--- config.mk ---
export PLATFORM = sky130hd
export DESIGN_NAME = gzip_header_trailer_parser
export DESIGN_NICKNAME = d
export VERILOG_FILES = /design/src/design/gzht_pkg.sv /design/src/design/gzip_header_trailer_parser.sv
export SDC_FILE = /design/constraint.sdc
export NUM_CORES = 2
export LEC_CHECK = 0
export BUFFER_PORTS_ARGS = -buffer_cell sky130_fd_sc_hd__buf_2
export CORE_ASPECT_RATIO = 1.2
export CORE_MARGIN = 1.5
export CORE_UTILIZATION = 50
export DETAILED_ROUTE_END_ITERATION = 8
export PLACE_DENSITY = 0.69
export SYNTH_ARGS = -nofsm -noshare
export SYNTH_HDL_FRONTEND = slang
export SYNTH_SLANG_ARGS = --single-unit
export TNS_END_PERCENT = 100
--- constraint.sdc ---
create_clock -name i_clk -period 35.8 [get_ports i_clk]
set_input_delay 7.16 -clock i_clk [delete_from_list [all_inputs] [get_ports i_clk]]
set_output_delay 7.16 -clock i_clk [all_outputs]
set_load 0.03 [all_outputs]
--- src/design/gzht_pkg.sv ---
// Package for the gzip header and trailer parser: codes, result record, routing.
package gzht_pkg;

    // Parse phases
    localparam logic [4:0] P_IDLE  = 5'd0;
    localparam logic [4:0] P_ID1   = 5'd1;
    localparam logic [4:0] P_ID2   = 5'd2;
    localparam logic [4:0] P_CM    = 5'd3;
    localparam logic [4:0] P_FLG   = 5'd4;
    localparam logic [4:0] P_MT0   = 5'd5;
    localparam logic [4:0] P_MT1   = 5'd6;
    localparam logic [4:0] P_MT2   = 5'd7;
    localparam logic [4:0] P_MT3   = 5'd8;
    localparam logic [4:0] P_XFL   = 5'd9;
    localparam logic [4:0] P_OS    = 5'd10;
    localparam logic [4:0] P_XLEN0 = 5'd11;
    localparam logic [4:0] P_XLEN1 = 5'd12;
    localparam logic [4:0] P_XSKIP = 5'd13;
    localparam logic [4:0] P_NAME  = 5'd14;
    localparam logic [4:0] P_CMT   = 5'd15;
    localparam logic [4:0] P_HCRC0 = 5'd16;
    localparam logic [4:0] P_HCRC1 = 5'd17;
    localparam logic [4:0] P_BODY  = 5'd18;

    // Result status codes
    localparam logic [2:0] ST_OK        = 3'd0;
    localparam logic [2:0] ST_BAD_MAGIC = 3'd1;
    localparam logic [2:0] ST_BAD_CM    = 3'd2;
    localparam logic [2:0] ST_TRUNC     = 3'd3;
    localparam logic [2:0] ST_SHORT     = 3'd4;

    // Result kinds
    localparam logic KIND_HEADER  = 1'b0;
    localparam logic KIND_TRAILER = 1'b1;

    // Header constants
    localparam logic [7:0] ID1_BYTE   = 8'h1F;
    localparam logic [7:0] ID2_BYTE   = 8'h8B;
    localparam logic [7:0] CM_DEFLATE = 8'h08;
    localparam int         FLG_FHCRC  = 1;
    localparam int         FLG_FEXTRA = 2;
    localparam int         FLG_FNAME  = 3;
    localparam int         FLG_FCMT   = 4;
    localparam logic [31:0] MIN_STREAM = 32'd18;

    // Optional-field stages for routing
    localparam logic [2:0] RT_EXTRA = 3'd0;
    localparam logic [2:0] RT_NAME  = 3'd1;
    localparam logic [2:0] RT_CMT   = 3'd2;
    localparam logic [2:0] RT_HCRC  = 3'd3;
    localparam logic [2:0] RT_DONE  = 3'd4;

    // One result word
    typedef struct packed {
        logic        kind;
        logic [2:0]  status;
        logic [7:0]  flag_bits;
        logic [31:0] mtime_or_crc;
        logic [7:0]  extra_flag_byte;
        logic [7:0]  os_code;
        logic [15:0] extra_length;
        logic [15:0] name_length;
        logic [15:0] comment_length;
        logic [31:0] length_or_size;
        logic [31:0] stream_length;
        logic        final_res;
    } t_result;

    // Next phase after optional-field stage s, given the FLG byte
    function automatic logic [4:0] route(input logic [7:0] flg, input logic [2:0] s);
        logic [4:0] p;
        p = P_BODY;
        if (s <= RT_HCRC && flg[FLG_FHCRC]) p = P_HCRC0;
        if (s <= RT_CMT && flg[FLG_FCMT]) p = P_CMT;
        if (s <= RT_NAME && flg[FLG_FNAME]) p = P_NAME;
        if (s <= RT_EXTRA && flg[FLG_FEXTRA]) p = P_XLEN0;
        return p;
    endfunction

endpackage

--- src/design/gzip_header_trailer_parser.sv ---
// Top level of the gzip header and trailer parser: byte parser and result queue.
//
// Usage: bytes of a gzip stream arrive on the input channel (i_valid, o_ready,
// i_data_byte, i_first_byte, i_last_byte), one byte per word. i_first_byte
// restarts the parse; bytes outside a stream are dropped silently. Result
// words leave on the output channel (o_valid, i_ready and the o_ result
// fields): a header word when the header completes or fails, and a trailer
// word on the last byte of the stream.
// The result words of an accepted byte are registered into the result queue.
// Throughput: one byte per cycle while o_ready is high. The parser state updates in the accept
// cycle and results go into a three-word queue; o_ready is high while the
// queue holds at most one word, so a byte that yields two results (header
// and trailer on the same byte) drops o_ready until a word leaves the queue.
// When the receiver stalls, the queue fills and o_ready drops; nothing is
// lost. Reset (i_rst_n low, synchronous) empties the queue and returns the
// parser to idle, waiting for a first byte.
module gzip_header_trailer_parser (
    input  logic        i_clk,
    input  logic        i_rst_n,
    input  logic        i_valid,
    output logic        o_ready,
    input  logic [7:0]  i_data_byte,
    input  logic        i_first_byte,
    input  logic        i_last_byte,
    output logic        o_valid,
    input  logic        i_ready,
    output logic        o_kind,
    output logic [2:0]  o_status,
    output logic [7:0]  o_flag_bits,
    output logic [31:0] o_mtime_or_crc,
    output logic [7:0]  o_extra_flag_byte,
    output logic [7:0]  o_os_code,
    output logic [15:0] o_extra_length,
    output logic [15:0] o_name_length,
    output logic [15:0] o_comment_length,
    output logic [31:0] o_length_or_size,
    output logic [31:0] o_stream_length,
    output logic        o_final_res
);

    // Parser state
    logic [4:0]  r_phase,    n_phase,    c_phase;
    logic [31:0] r_total,    n_total,    c_total;
    logic [7:0]  r_flags,    n_flags,    c_flags;
    logic [31:0] r_mtime,    n_mtime,    c_mtime;
    logic [7:0]  r_xfl,      n_xfl,      c_xfl;
    logic [7:0]  r_os,       n_os,       c_os;
    logic [15:0] r_xlen,     n_xlen,     c_xlen;
    logic [15:0] r_skip,     n_skip,     c_skip;
    logic [15:0] r_name,     n_name,     c_name;
    logic [15:0] r_cmt,      n_cmt,      c_cmt;
    logic [31:0] r_hdr,      n_hdr,      c_hdr;
    logic [63:0] r_tail,     n_tail,     c_tail;

    // Result queue
    gzht_pkg::t_result r_q [3];
    gzht_pkg::t_result n_q [3];
    logic [1:0]        r_count, n_count, cnt_pop;

    logic              accept, pop;
    logic [2:0]        err;
    logic [1:0]        n_res;
    gzht_pkg::t_result rec, res0, res1;

    assign o_ready = (r_count <= 2'd1);
    assign accept  = i_valid && o_ready;
    assign o_valid = (r_count != 2'd0);
    assign pop     = o_valid && i_ready;

    // Byte parse: state update and results for the accepted byte
    always_comb begin
        // a first byte starts from cleared captures
        if (i_first_byte) begin
            c_phase = gzht_pkg::P_ID1;
            c_total = '0; c_flags = '0; c_mtime = '0; c_xfl = '0; c_os = '0;
            c_xlen = '0; c_skip = '0; c_name = '0; c_cmt = '0; c_hdr = '0;
            c_tail = '0;
        end else begin
            c_phase = r_phase;
            c_total = r_total; c_flags = r_flags; c_mtime = r_mtime; c_xfl = r_xfl;
            c_os = r_os; c_xlen = r_xlen; c_skip = r_skip; c_name = r_name;
            c_cmt = r_cmt; c_hdr = r_hdr; c_tail = r_tail;
        end

        n_phase = r_phase; n_total = r_total; n_flags = r_flags; n_mtime = r_mtime;
        n_xfl = r_xfl; n_os = r_os; n_xlen = r_xlen; n_skip = r_skip; n_name = r_name;
        n_cmt = r_cmt; n_hdr = r_hdr; n_tail = r_tail;
        err   = gzht_pkg::ST_OK;
        n_res = 2'd0;
        rec   = '0;
        res0  = '0;
        res1  = '0;

        if (accept && c_phase != gzht_pkg::P_IDLE && c_phase <= gzht_pkg::P_BODY) begin
            n_phase = c_phase; n_flags = c_flags; n_mtime = c_mtime; n_xfl = c_xfl;
            n_os = c_os; n_xlen = c_xlen; n_skip = c_skip; n_name = c_name; n_cmt = c_cmt;
            n_total = (c_total != '1) ? c_total + 32'd1 : c_total;
            n_hdr   = (c_phase != gzht_pkg::P_BODY && c_hdr != '1) ? c_hdr + 32'd1 : c_hdr;
            n_tail  = {i_data_byte, c_tail[63:8]};

            case (c_phase)
                gzht_pkg::P_ID1: begin
                    if (i_data_byte != gzht_pkg::ID1_BYTE) err = gzht_pkg::ST_BAD_MAGIC;
                    else n_phase = gzht_pkg::P_ID2;
                end
                gzht_pkg::P_ID2: begin
                    if (i_data_byte != gzht_pkg::ID2_BYTE) err = gzht_pkg::ST_BAD_MAGIC;
                    else n_phase = gzht_pkg::P_CM;
                end
                gzht_pkg::P_CM: begin
                    if (i_data_byte != gzht_pkg::CM_DEFLATE) err = gzht_pkg::ST_BAD_CM;
                    else n_phase = gzht_pkg::P_FLG;
                end
                gzht_pkg::P_FLG: begin
                    n_flags = i_data_byte;
                    n_phase = gzht_pkg::P_MT0;
                end
                gzht_pkg::P_MT0: begin
                    n_mtime = c_mtime | {24'd0, i_data_byte};
                    n_phase = gzht_pkg::P_MT1;
                end
                gzht_pkg::P_MT1: begin
                    n_mtime = c_mtime | {16'd0, i_data_byte, 8'd0};
                    n_phase = gzht_pkg::P_MT2;
                end
                gzht_pkg::P_MT2: begin
                    n_mtime = c_mtime | {8'd0, i_data_byte, 16'd0};
                    n_phase = gzht_pkg::P_MT3;
                end
                gzht_pkg::P_MT3: begin
                    n_mtime = c_mtime | {i_data_byte, 24'd0};
                    n_phase = gzht_pkg::P_XFL;
                end
                gzht_pkg::P_XFL: begin
                    n_xfl   = i_data_byte;
                    n_phase = gzht_pkg::P_OS;
                end
                gzht_pkg::P_OS: begin
                    n_os    = i_data_byte;
                    n_phase = gzht_pkg::route(c_flags, gzht_pkg::RT_EXTRA);
                end
                gzht_pkg::P_XLEN0: begin
                    n_xlen  = {8'd0, i_data_byte};
                    n_phase = gzht_pkg::P_XLEN1;
                end
                gzht_pkg::P_XLEN1: begin
                    n_xlen  = c_xlen | {i_data_byte, 8'd0};
                    n_skip  = c_xlen | {i_data_byte, 8'd0};
                    n_phase = ((c_xlen | {i_data_byte, 8'd0}) != 16'd0) ? gzht_pkg::P_XSKIP
                              : gzht_pkg::route(c_flags, gzht_pkg::RT_NAME);
                end
                gzht_pkg::P_XSKIP: begin
                    n_skip = (c_skip != 16'd0) ? c_skip - 16'd1 : c_skip;
                    if (c_skip <= 16'd1) n_phase = gzht_pkg::route(c_flags, gzht_pkg::RT_NAME);
                end
                gzht_pkg::P_NAME: begin
                    if (i_data_byte == 8'd0)
                        n_phase = gzht_pkg::route(c_flags, gzht_pkg::RT_CMT);
                    else if (c_name != '1) n_name = c_name + 16'd1;
                end
                gzht_pkg::P_CMT: begin
                    if (i_data_byte == 8'd0)
                        n_phase = gzht_pkg::route(c_flags, gzht_pkg::RT_HCRC);
                    else if (c_cmt != '1) n_cmt = c_cmt + 16'd1;
                end
                gzht_pkg::P_HCRC0: n_phase = gzht_pkg::P_HCRC1;
                gzht_pkg::P_HCRC1: n_phase = gzht_pkg::route(c_flags, gzht_pkg::RT_DONE);
                default: ;
            endcase

            // common capture fields of a result word
            rec.kind            = gzht_pkg::KIND_HEADER;
            rec.status          = gzht_pkg::ST_OK;
            rec.flag_bits       = n_flags;
            rec.mtime_or_crc    = n_mtime;
            rec.extra_flag_byte = n_xfl;
            rec.os_code         = n_os;
            rec.extra_length    = n_xlen;
            rec.name_length     = n_name;
            rec.comment_length  = n_cmt;
            rec.length_or_size  = n_hdr;
            rec.stream_length   = n_total;
            rec.final_res       = 1'b0;

            if (err != gzht_pkg::ST_OK) begin
                // header failure ends the stream
                res0        = rec;
                res0.status = err;
                n_res       = 2'd1;
                n_phase     = gzht_pkg::P_IDLE;
            end else begin
                res1 = rec;
                if (c_phase != gzht_pkg::P_BODY && n_phase == gzht_pkg::P_BODY) begin
                    res0  = rec;
                    n_res = 2'd1;
                end
                if (i_last_byte) begin
                    if (n_phase == gzht_pkg::P_BODY) begin
                        res1.kind = gzht_pkg::KIND_TRAILER;
                        if (n_total < gzht_pkg::MIN_STREAM) begin
                            res1.status         = gzht_pkg::ST_SHORT;
                            res1.mtime_or_crc   = '0;
                            res1.length_or_size = '0;
                        end else begin
                            res1.mtime_or_crc   = n_tail[31:0];
                            res1.length_or_size = n_tail[63:32];
                        end
                    end else begin
                        res1.status = gzht_pkg::ST_TRUNC;
                    end
                    if (n_res == 2'd0) res0 = res1;
                    n_res   = n_res + 2'd1;
                    n_phase = gzht_pkg::P_IDLE;
                end
            end

            // mark the last result of this byte
            if (n_res == 2'd1) res0.final_res = 1'b1;
            else res1.final_res = 1'b1;
        end else if (accept) begin
            n_res = 2'd0;
        end
    end

    // Queue: shift out at the head, append after the remaining words
    always_comb begin
        cnt_pop = r_count - {1'b0, pop};
        n_q[0]  = pop ? r_q[1] : r_q[0];
        n_q[1]  = pop ? r_q[2] : r_q[1];
        n_q[2]  = r_q[2];
        for (int i = 0; i < 3; i++) begin
            if (n_res != 2'd0 && 2'(i) == cnt_pop) n_q[i] = res0;
            if (n_res == 2'd2 && 2'(i) == cnt_pop + 2'd1) n_q[i] = res1;
        end
        n_count = cnt_pop + n_res;
    end

    // Control and parser state registers
    always_ff @(posedge i_clk) begin
        if (!i_rst_n) begin
            r_count <= '0;
            r_phase <= gzht_pkg::P_IDLE;
            r_total <= '0; r_flags <= '0; r_mtime <= '0; r_xfl <= '0; r_os <= '0;
            r_xlen <= '0; r_skip <= '0; r_name <= '0; r_cmt <= '0; r_hdr <= '0;
            r_tail <= '0;
        end else begin
            r_count <= n_count;
            r_phase <= n_phase;
            r_total <= n_total; r_flags <= n_flags; r_mtime <= n_mtime; r_xfl <= n_xfl;
            r_os <= n_os; r_xlen <= n_xlen; r_skip <= n_skip; r_name <= n_name;
            r_cmt <= n_cmt; r_hdr <= n_hdr; r_tail <= n_tail;
        end
    end

    // Queue payload
    always_ff @(posedge i_clk) begin
        for (int i = 0; i < 3; i++) r_q[i] <= n_q[i];
    end

    // Head of the queue drives the result ports
    assign o_kind            = r_q[0].kind;
    assign o_status          = r_q[0].status;
    assign o_flag_bits       = r_q[0].flag_bits;
    assign o_mtime_or_crc    = r_q[0].mtime_or_crc;
    assign o_extra_flag_byte = r_q[0].extra_flag_byte;
    assign o_os_code         = r_q[0].os_code;
    assign o_extra_length    = r_q[0].extra_length;
    assign o_name_length     = r_q[0].name_length;
    assign o_comment_length  = r_q[0].comment_length;
    assign o_length_or_size  = r_q[0].length_or_size;
    assign o_stream_length   = r_q[0].stream_length;
    assign o_final_res       = r_q[0].final_res;

endmodule

==> impl_metrics.ini <==
[layout]
num-fill-cells = 6881
antennaDiodeCount = 0
nets = 3842
multi_input_area_sq_um = 15000
post_route_cells_drive_above_1_share_pct = 11.9
flow.area_growth_from_synthesis_pct = 6.95
register_area_sq_um = 20500

[setup_path]
timing.critical_path.mode_cell = buf_4
critical_path_buf_inv_count = 7
internal_reg_to_reg_setup_slack_ps = 29260
cp_data_arrival_time_ps = 13870
critPathMaxFanout = 80
crit_family = buffers and inverters
worst_setup_path_start_kind = primary input
cpPeakStageDelay_ps = 780
setup.worst_path.end_class = register
criticalPathCategory = primary input to register
worst-r2r-cell-count = 12
worstSetupPathDepth = 16
cp.required_ps = 36050
reg2reg_from = r_phase[1]$_SDFFE_PN0P_
critical_path.endpoint = r_q[0][23]$_DFFE_PP_
worstReg2RegEnd = r_q[0][23]$_DFFE_PP_
crit_slowest_cell = buf_4
timing.critical_path.cells = buf_4 > buf_4 > buf_4 > nand4bb_1 > nor3_2 > buf_4 > o41ai_1 > nand3_1 > nor4_1 > a31oi_4 > buf_4 > nor2_4 > buf_4 > nor2_4 > nand2_4 > buf_4
timing.critical_path.from = i_first_byte

[timing]
timing.fmax_mhz = 73.4
maxSlewViolCount = 0
period_minus_slack_ps = 13620
final.setup_skew_ps = 17.0
report.final.setup_viol = 0
worst_slew_pin_slew_ps = 1110
finalHoldViolations = 0
hold_ws_ps = 453
setup-tns-final_ps = 0
timing.final.crit_share_pct = 38.0
setup_repair_after_global_routing_missed_its_margin = false
max_slew_margin_pct = 25.8

[die]
floorplan.die_area_sq_um = 77900
boundaryPins = 189
fp-row-count = 110
dieHeight_microns = 305
initial_cell_density_of_the_core_pct = 50.6
coreArea_sq_um = 75300
floorplan.die.width_microns = 255

[clocking]
clock_sinks = 766
cts.htree.levels = 3
tritoncts_clock_tree = yes
clock_insertion_delay_worst_skew_ps = 640
path_clk_slew_ps = 60
cts_resized = 0
clockRootBuffer = clkbuf_16
cts-root-to-sink-buffers = 3
postCtsHoldBufs = 0
numCtsBuffers = 76
post-cts-setup-buffers = 0

[placed_design]
detail_placement_hpwl_microns = 67100
gp_congestion = 0.950
place.port_buffers = 188

[pwr]
switching_share_pct = 32.5
vdd.ir_drop.worst_uv = 61.9
cellLeakagePower_nw = 13.6
sequentialPowerShare_pct = 46.6
internal_power_mw = 1.72
power.combinational.fraction_pct = 22.3
clkPwrFrac_pct = 31.1
power_per_cell_area_nw_per_um2 = 62.5
power_switching_uw = 827

[yosys]
synth_cell_types = 96
synth_top_area_share_pct = 40.9
synth_nets = 4003
gate_count_of_the_mapped_netlist = 3981
synth_top_area_cell = edfxtp_1
synthFlopType = edfxtp_1
yosys_register_bits = 766
synthArstFlopShare_pct = 0
ys_seq_area_share_pct = 53.9
edff_count_synth = 519
synthTopCellsByArea = edfxtp_1 41%, dfxtp_1 13%, nor2_1 5.0%
ys_warn_count = 0
synthesis.area_per_instance_sq_um = 9.57
synth_area_sq_um = 38100

[global_routing]
gr-usage-all-layers_pct = 27.4
grt_start_max_net_pins = 116
antenna_violations_before_repair = 2
total_congestion_overflow = 0
first_global_vias = 28300
first_pass_grt_wire_length_microns = 166000

[routing]
detail_route.iter0.violations = 3026
num_vias = 30200
viasPerCell = 6.17
final_routed_wirelength_across_all_metal_layers_microns = 108000
route.detailed.drc = 0
antenna_violating_nets_post_route = 0
drt-pass1-iter-count = 6
drt-wirelength-per-cell_microns = 22.2

[min_path]
hold_path_startpoint = r_name[0]$_SDFFE_PN0P_
hold_path.class = register to register

[status]
run_status = finished clean

[job]
drv_cap = 0
registers in the layout, indices dropped and copies added (netlist names), 16 cells and up:
register  count
r_q         519
r_tail       56
r_hdr        32
r_mtime      32
r_total      32
r_cmt        16
r_name       16
r_skip       16
r_xlen       16
cell usage in the layout (no fill, tap or decap), types with 39 or more instances in the layout:
cell,count
edfxtp_1,519
nor2_1,506
nand2_1,451
a21oi_1,375
o21ai_0,325
dfxtp_1,247
buf_2,187
nand3_1,126
a22oi_1,78
clkbuf_16,78
a211oi_1,68
xnor2_1,62
buf_4,59
a32oi_1,39
tightest hold or removal path, stage by stage (launching register included):
cell	delay (ps)
dfxtp_1	300
nand2_1	50
a21oi_1	50
per-layer routing:
| layer | track usage [%] | vias to the layer above | share of wire, % |
|---|---|---|---|
| met5 | 0 | - | 0.0065 |
| met4 | 11.5 | 2 | 4.0 |
| met3 | 3.36 | 233 | 6.9 |
| met2 | 45.2 | 1342 | 48 |
| met1 | 36.3 | 14600 | 41 |
| li1 | - | 14000 | - |
cell type report:
| type | count | area share, % |
|---|---|---|
| repair buffers | 246 | 3.38 |
| flip-flops and latches | 766 | 50.4 |
| clock buffers | 105 | 5.21 |
| well taps | 1008 | 3.10 |
| clock inverters | 37 | 0.774 |
| multi-input cells | 2691 | 36.8 |
| inverters | 39 | 0.378 |
worst min path at each step:
stage                             end  slack (ps)  depth (start not counted)
2_1_floorplan   r_cmt[0]$_SDFFE_PN0P_         430                          2
6_report       r_name[0]$_SDFFE_PN0P_         450                          2
4_1_cts        r_name[0]$_SDFFE_PN0P_         450                          2
3_3_place_gp   r_name[0]$_SDFFE_PN0P_         440                          2
5_1_grt        r_name[0]$_SDFFE_PN0P_         490                          2
3_5_place_dp   r_name[0]$_SDFFE_PN0P_         450                          2
cells in the mapped netlist (17+ instances only):
library cell  instances
o22ai_1              33
nand3_1             126
nand2_1             455
nor3_1               35
nor2_1              510
a21o_1               29
o2bb2ai_1            22
o21a_1               21
a211oi_1             68
or3_1                17
nor4_1               28
a31oi_1              24
buf_1                20
and2_1               18
nor2b_1              39
buf_2                48
xnor2_1              62
a22oi_1              78
nand4_1              33
and3_1               36
a21oi_1             375
clkbuf_1            234
a32oi_1              39
edfxtp_1            519
o21ai_1              24
buf_4               172
xor2_1               17
o21ai_0             325
inv_1                37
a31o_2               33
dfxtp_1             247
power groups by stage:
stage          clock (mW)  combinational [mW]  sequential [mW]
3_3_place_gp            0               0.560             1.21
2_1_floorplan           0               0.471             1.22
3_5_place_dp            0               0.569             1.20
4_1_cts             0.804               0.571             1.19
6_report            0.792               0.569             1.19
5_1_grt             0.836               0.615             1.20
logic make-up after synthesis:
family                     Yosys count  share of synthesized area (%)
DFF                                766                           53.9
xor gates and xnor gates            80                           1.86
buffers and inverters              524                           7.22
adders and majority gates            8                          0.263
muxes                               12                          0.328
and+or+nand+nor                   1392                           16.8
AOI/OAI and AO/OA                 1199                           19.6
metrics by stage:
| step | util, % | power [mW] | setup slack [ps] | std cells | instance area [sq um] |
|---|---|---|---|---|---|
| finish | 54.1 | 2.55 | 22180 | 4892 | 40700 |
| detailed placement | 50.9 | 1.77 | 21580 | 4750 | 38300 |
| global placement | 50.9 | 1.76 | 21670 | 4750 | 38300 |
| global route | 54.1 | 2.65 | 21720 | 4892 | 40700 |
| CTS | 54.1 | 2.56 | 22250 | 4892 | 40700 |
| floorplan | - | 1.69 | 11840 | 3981 | 38100 |
Power figures use the tool's default switching activity.
